===== src/sv/dc_motor_drive_controller_core_macros.svh =====
// Assertion macros for the motor drive controller core.
// Used by the top level only; expects i_clk and i_rst_n in scope.
`ifndef DC_MOTOR_DRIVE_CONTROLLER_CORE_MACROS_SVH
`define DC_MOTOR_DRIVE_CONTROLLER_CORE_MACROS_SVH

// same-cycle implication
`define DMDC_ASSERT_IMP(lbl, ante, cons) \
    lbl: assert property (@(posedge i_clk) disable iff (!i_rst_n) (ante) |-> (cons)) \
        else $error("dmdc assertion failed");

// next-cycle implication
`define DMDC_ASSERT_NXT(lbl, ante, cons) \
    lbl: assert property (@(posedge i_clk) disable iff (!i_rst_n) (ante) |=> (cons)) \
        else $error("dmdc assertion failed");

`endif


===== src/sv/dmdc_pkg.sv =====
// Shared types, constants and helpers of the motor drive controller.
// No dependencies.
`default_nettype none

package dmdc_pkg;

    localparam int ENC_PERIOD = 65535;
    localparam logic signed [32:0] FOLD_PERIOD = 33'(ENC_PERIOD);
    localparam logic signed [32:0] FOLD_HALF   = 33'(ENC_PERIOD / 2);

    localparam logic [16:0]        BRAKE_K        = 17'd91750;
    localparam logic signed [31:0] POS_SPEED_MAX  = 32'sd3276800;
    localparam logic signed [31:0] HOMING_SPEED   = -32'sd10485760;
    localparam logic [30:0]        HOMING_CURRENT = 31'd52429;
    localparam logic signed [31:0] STALL_SPEED    = 32'sd131072;
    localparam logic [8:0]         STALL_DONE     = 9'd500;
    localparam logic [8:0]         STALL_MAX      = 9'd511;
    localparam logic [31:0]        HOME_TARGET    = 32'd8192;

    localparam int SQ_STEPS = 40;
    localparam int SQ_CNT_W = 6;

    localparam logic [30:0] RAMP_STEP_RESET = 31'd3276800;

    localparam logic [1:0] MODE_SPEED = 2'd0;
    localparam logic [1:0] MODE_POS   = 2'd1;
    localparam logic [1:0] MODE_HOME  = 2'd2;
    localparam logic [1:0] MODE_BAD   = 2'd3;

    localparam logic [3:0] REG_SPEED_GAIN_P = 4'd0;
    localparam logic [3:0] REG_SPEED_GAIN_I = 4'd1;
    localparam logic [3:0] REG_DRIVE_LIMIT  = 4'd2;
    localparam logic [3:0] REG_RAMP_UP      = 4'd3;
    localparam logic [3:0] REG_RAMP_DOWN    = 4'd4;
    localparam logic [3:0] REG_POS_GAIN_P   = 4'd5;
    localparam logic [3:0] REG_POS_GAIN_D   = 4'd6;
    localparam logic [3:0] REG_START_MODE   = 4'd7;

    typedef enum logic [4:0] {
        S_IDLE, S_FOLD, S_ZERO, S_PERR, S_PP, S_PD, S_K, S_RLO, S_RHI,
        S_SQI, S_SQ, S_BRAKE, S_RAMP, S_HOME, S_SERR, S_GI, S_GP, S_DRIVE, S_OUT
    } t_state;

    typedef enum logic [4:0] {
        OP_NONE, OP_LOAD, OP_FOLD, OP_ZERO, OP_PERR, OP_MUL_PP, OP_MUL_PD,
        OP_MUL_K, OP_MUL_RLO, OP_MUL_RHI, OP_SQ_INIT, OP_SQ_STEP, OP_BRAKE,
        OP_RAMP, OP_HOME, OP_SERR, OP_MUL_GI, OP_MUL_GP, OP_DRIVE
    } t_op;

    typedef struct packed {
        logic [1:0] mode;
        logic       en;
        logic       sq_last;
    } t_dp_status;

    // symmetric clamp to +-lim
    function automatic logic signed [31:0] clamp_sym(input logic signed [59:0] v,
                                                     input logic [30:0] lim);
        logic signed [59:0] l;
        logic signed [59:0] r;
        l = $signed({29'b0, lim});
        if (v > l) begin
            r = l;
        end else if (v < -l) begin
            r = -l;
        end else begin
            r = v;
        end
        return r[31:0];
    endfunction

endpackage

`default_nettype wire


===== src/sv/dmdc_ctrl.sv =====
// Sequencer of the motor drive controller: one step per state.
// Depends on dmdc_pkg.
`default_nettype none

module dmdc_ctrl (
    input  wire logic               i_clk,
    input  wire logic               i_rst_n,
    input  wire logic               i_in_valid,
    input  wire logic               i_out_stall,
    input  wire dmdc_pkg::t_dp_status i_status,
    output dmdc_pkg::t_op           o_op,
    output logic                    o_in_stall,
    output logic                    o_out_valid
);

    dmdc_pkg::t_state r_state, n_state;

    always_ff @(posedge i_clk) begin
        if (!i_rst_n) begin
            r_state <= dmdc_pkg::S_IDLE;
        end else begin
            r_state <= n_state;
        end
    end

    always_comb begin
        n_state = r_state;
        unique case (r_state)
            dmdc_pkg::S_IDLE:  if (i_in_valid) n_state = dmdc_pkg::S_FOLD;
            dmdc_pkg::S_FOLD: begin
                if (!i_status.en) begin
                    n_state = dmdc_pkg::S_ZERO;
                end else begin
                    unique case (i_status.mode)
                        dmdc_pkg::MODE_SPEED: n_state = dmdc_pkg::S_RAMP;
                        dmdc_pkg::MODE_POS:   n_state = dmdc_pkg::S_PERR;
                        dmdc_pkg::MODE_HOME:  n_state = dmdc_pkg::S_HOME;
                        default:              n_state = dmdc_pkg::S_ZERO;
                    endcase
                end
            end
            dmdc_pkg::S_ZERO:  n_state = dmdc_pkg::S_OUT;
            dmdc_pkg::S_PERR:  n_state = dmdc_pkg::S_PP;
            dmdc_pkg::S_PP:    n_state = dmdc_pkg::S_PD;
            dmdc_pkg::S_PD:    n_state = dmdc_pkg::S_K;
            dmdc_pkg::S_K:     n_state = dmdc_pkg::S_RLO;
            dmdc_pkg::S_RLO:   n_state = dmdc_pkg::S_RHI;
            dmdc_pkg::S_RHI:   n_state = dmdc_pkg::S_SQI;
            dmdc_pkg::S_SQI:   n_state = dmdc_pkg::S_SQ;
            dmdc_pkg::S_SQ:    if (i_status.sq_last) n_state = dmdc_pkg::S_BRAKE;
            dmdc_pkg::S_BRAKE: n_state = dmdc_pkg::S_RAMP;
            dmdc_pkg::S_RAMP:  n_state = dmdc_pkg::S_SERR;
            dmdc_pkg::S_HOME:  n_state = dmdc_pkg::S_SERR;
            dmdc_pkg::S_SERR:  n_state = dmdc_pkg::S_GI;
            dmdc_pkg::S_GI:    n_state = dmdc_pkg::S_GP;
            dmdc_pkg::S_GP:    n_state = dmdc_pkg::S_DRIVE;
            dmdc_pkg::S_DRIVE: n_state = dmdc_pkg::S_OUT;
            dmdc_pkg::S_OUT:   if (!i_out_stall) n_state = dmdc_pkg::S_IDLE;
            default:           n_state = dmdc_pkg::S_IDLE;
        endcase
    end

    always_comb begin
        o_op        = dmdc_pkg::OP_NONE;
        o_in_stall  = 1'b1;
        o_out_valid = 1'b0;
        unique case (r_state)
            dmdc_pkg::S_IDLE: begin
                o_in_stall = 1'b0;
                if (i_in_valid) o_op = dmdc_pkg::OP_LOAD;
            end
            dmdc_pkg::S_FOLD:  o_op = dmdc_pkg::OP_FOLD;
            dmdc_pkg::S_ZERO:  o_op = dmdc_pkg::OP_ZERO;
            dmdc_pkg::S_PERR:  o_op = dmdc_pkg::OP_PERR;
            dmdc_pkg::S_PP:    o_op = dmdc_pkg::OP_MUL_PP;
            dmdc_pkg::S_PD:    o_op = dmdc_pkg::OP_MUL_PD;
            dmdc_pkg::S_K:     o_op = dmdc_pkg::OP_MUL_K;
            dmdc_pkg::S_RLO:   o_op = dmdc_pkg::OP_MUL_RLO;
            dmdc_pkg::S_RHI:   o_op = dmdc_pkg::OP_MUL_RHI;
            dmdc_pkg::S_SQI:   o_op = dmdc_pkg::OP_SQ_INIT;
            dmdc_pkg::S_SQ:    o_op = dmdc_pkg::OP_SQ_STEP;
            dmdc_pkg::S_BRAKE: o_op = dmdc_pkg::OP_BRAKE;
            dmdc_pkg::S_RAMP:  o_op = dmdc_pkg::OP_RAMP;
            dmdc_pkg::S_HOME:  o_op = dmdc_pkg::OP_HOME;
            dmdc_pkg::S_SERR:  o_op = dmdc_pkg::OP_SERR;
            dmdc_pkg::S_GI:    o_op = dmdc_pkg::OP_MUL_GI;
            dmdc_pkg::S_GP:    o_op = dmdc_pkg::OP_MUL_GP;
            dmdc_pkg::S_DRIVE: o_op = dmdc_pkg::OP_DRIVE;
            dmdc_pkg::S_OUT:   o_out_valid = 1'b1;
            default:           o_op = dmdc_pkg::OP_NONE;
        endcase
    end

endmodule

`default_nettype wire


===== config.mk =====
export PLATFORM = sky130hd
export DESIGN_NAME = dmdc_ctrl
export DESIGN_NICKNAME = d
export VERILOG_FILES = /design/src/sv/dc_motor_drive_controller_core_macros.svh /design/src/sv/dmdc_pkg.sv /design/src/sv/dmdc_ctrl.sv
export SDC_FILE = /design/constraint.sdc
export NUM_CORES = 1
export LEC_CHECK = 0
export BUFFER_PORTS_ARGS = -buffer_cell sky130_fd_sc_hd__buf_2
export CAP_MARGIN = 20
export CORE_UTILIZATION = 30
export DETAILED_ROUTE_END_ITERATION = 12
export PLACE_DENSITY = 0.55
export SLEW_MARGIN = 10
export SYNTH_ARGS = -nofsm -noshare
export SYNTH_HDL_FRONTEND = slang
export SYNTH_SLANG_ARGS = --single-unit

===== constraint.sdc =====
create_clock -name i_clk -period 3.2 [get_ports i_clk]
set_input_delay 0.8 -clock i_clk [delete_from_list [all_inputs] [get_ports i_clk]]
set_output_delay 0.8 -clock i_clk [all_outputs]
set_load 0.1 [all_outputs]

==> results.toml <==
[timing]
slew_headroom_pct = 66.89
setup_tns_ps = 0
fin_crit_sh_pct = 82.73
hold_viol = 0
fmax_ghz = 0.3777
clock_skew_ps = 1.583
setup_viol = 0
worstMarginPinSlew_ps = 495.9
rsz0062_at_grt = "false"
slew_viol_final = 0
period_needed_ps = 2647
fin_ws_ps = 552.6

[synthesis]
synth.net_count = 67
synth_compound_area_share_pct = 22.02
ys_ff_latch = 5
syn_area_um2 = 471.7
yosys.area_share.simple_pct = 38.46
syn_area_per_cell_um2 = 7.995
ys_types = 32
yosysSeqAreaShare_pct = 21.22
muxShareOfSynthArea_pct = 0
synth_xor_area_share_pct = 5.570
synthCells = 59
yosys_warnings = 0
synth_fa_ha_area_share_pct = 0
synth_top_family_by_area = "simple AND/OR/NAND/NOR gates"

[final_layout]
regMostFlops = "r_state"
fin_cells = 87
final_core_util_pct = 38.64
layout.nets = 81
largest_reg_flops = 5
reg_top3 = "r_state: 5 flops"
diodes = 0
syn_to_final_growth_pct = 13.26
drive_gt1_share_pct = 30.56

[cts]
cts_setup_buffers = 0
root_buffer = "clkbuf_4"
clock_latency_ps = 240
cts_resized = 0
h-tree-depth = 1
clk_pin_slew_ps = 40
ctsHoldBuffers = 0
cts_tree = "yes"
cts.sinks = 5
cts_buffer_depth = 2
cts_buffers = 3

[die]
die_w_um = 41.65
fp.dieH_um = 41.65
core-area_um2 = 1383
initial_core_util_pct = 34.12
rows = 13
ios = 15
die_area_um2 = 1735

[power_and_ir_drop]
leakagePower_nw = 0.2458
clkPwrFrac_pct = 12.3
power_mw = 0.5947
intPower_mw = 0.2178
pwr-share-seq_pct = 20.8
p_comb_share_pct = 66.8
p_switching_mw = 0.3769
swShare_pct = 63.37
p_per_area_nw_per_um2 = 1113
peakVddDrop_mv = 0.3847

[worst_setup_path]
worstSetupPathType = "flop to output pin"
cp_data_arrival_time_ps = 1850
crit_required_ps = 2400
cp-start-kind = "flop"
cp_max_fo = 13
path_cells = "nand2_4, or3_1, o21ai_1, buf_2"
critPathSlowestCell = "dfxtp_1"
slowest_delay_ps = 620
crit_path_end_kind = "output pin"
r2r_slack_ps = 1810

[run]
cap_violations = 0

[grt]
first_global_vias = 399
overflow = 0
grt_pass1_wl_mm = 1.683
antenna_found_initial = 0
grt_use_total_pct = 12.46
grt_max_degree = 14

[placement]
gp_congestion = 0.7787
dp_slack_ps = 797.3
numPlacedInstances = 83
port_buffers = 14
dpl.hpwl_um = 710.7

[drt]
antenna_left = 0
wl_per_cell_um = 11.30
route.detailed.drc = 0
dr.pass1.iters = 4
via_per_inst = 5.230
vias = 455
routed_wl_um = 983
drt_iter0_markers = 6

[run_status]
status = "finished, final reports clean"

[hold_path]
hold_class = "flop to flop"
[power by group through the flow]
stage	logic [mW]	registers (mW)	clock network [mW]
detailed placement	0.399	0.126	0
CTS	0.400	0.124	0.0785
finish	0.397	0.124	0.0734
floorplan	0.403	0.0886	0
global route	0.421	0.131	0.0818
global placement	0.402	0.125	0
[synth_stat cells (all sizes together)]
master	n	area, um2
a21oi	2	10.01
nor4	2	27.53
nand4bb	1	11.26
a31oi	1	6.260
inv	2	7.510
and2	1	6.260
nand2	5	26.27
nor2b	2	12.51
a221oi	1	8.760
o21ai	5	25.02
clkbuf	1	13.76
o221ai	1	8.760
xor2	3	26.28
a32oi	1	8.760
nand3	1	5.000
nand2b	2	12.51
o211ai	1	7.510
buf	4	38.78
nor2	5	18.77
dfxtp	5	100.1
or2	1	6.260
and2b	2	17.52
a21boi	1	7.510
o21a	2	15.01
and4b	1	10.01
and3	1	6.260
nor3	3	15.01
o22ai	1	6.260
or3	1	6.260
[kinds of logic (layout without fill, tap and decap cells)]
kind of cell           after synthesis  in the layout
AND/OR/NAND/NOR                     28             28
AO/OA/AOI/OAI                       16             16
buffers and inverters                7             20
flip-flops                           5              5
XOR/XNOR                             3              3
[layer usage]
layer  track usage, %  up-vias  wire (um)  share of wire, %
li1                 -      239          -                 -
met1            16.54      204        494                50
met2            17.81       10        444                45
met3            1.739        2         39               4.0
met4            9.677        0          5              0.51
met5                0        -          0                 0
[metrics by stage]
stage | cell area [um2] | hold WS, ps
3_5_place_dp | 508.0 | 709.6
3_3_place_gp | 508.0 | 715.0
4_1_cts | 534.3 | 724.9
2_1_floorplan | 471.7 | 611.8
5_1_grt | 534.3 | 789.7
6_report | 534.3 | 718.8
[critical path: cells and delay by family, from the launching register on]
kind	cells	cell delay, ps
AND/OR/NAND/NOR	2	470
AO/OA/AOI/OAI	1	80
buffers and inverters	1	430
flip-flops	1	620
[cells in the final DEF (no fill, tap or decap)]
cell,instances
a21boi_1,1
a21oi_1,2
a221oi_1,1
a31oi_1,1
a32oi_1,1
and2_1,1
and2b_2,2
and3_1,1
and4b_1,1
buf_2,14
clkbuf_1,1
clkbuf_4,3
dfxtp_1,5
inv_1,2
nand2_1,4
nand2_4,1
nand2b_1,2
nand3_1,1
nand4bb_1,1
nor2_1,5
nor2b_1,2
nor3_1,3
nor4_1,1
nor4_4,1
o211ai_1,1
o21a_1,2
o21ai_0,3
o21ai_1,2
o221ai_1,1
o22ai_1,1
or2_2,1
or3_1,1
xor2_1,3
[path summary, 6_finish.rpt]
check,start,to,cells after the start
worst min-delay path,r_state[2]$_SDFFE_PN0P_,r_state[4]$_SDFFE_PN0P_,3
worst max-delay path,r_state[1]$_SDFFE_PN0P_,o_op[4],4
worst max register to register,r_state[3]$_SDFFE_PN0P_,r_state[0]$_SDFFE_PN0P_,4
worst min register to register,r_state[2]$_SDFFE_PN0P_,r_state[4]$_SDFFE_PN0P_,3
[cell type report]
type | instances | area [um2]
tap | 15 | 18.77
inverter | 2 | 7.507
multi-input combinational | 47 | 311.5
timing repair buffer | 14 | 70.07
sequential | 5 | 100.1
clock buffer | 4 | 26.28
fill | 142 | 848.3
Power figures use the tool's default switching activity.
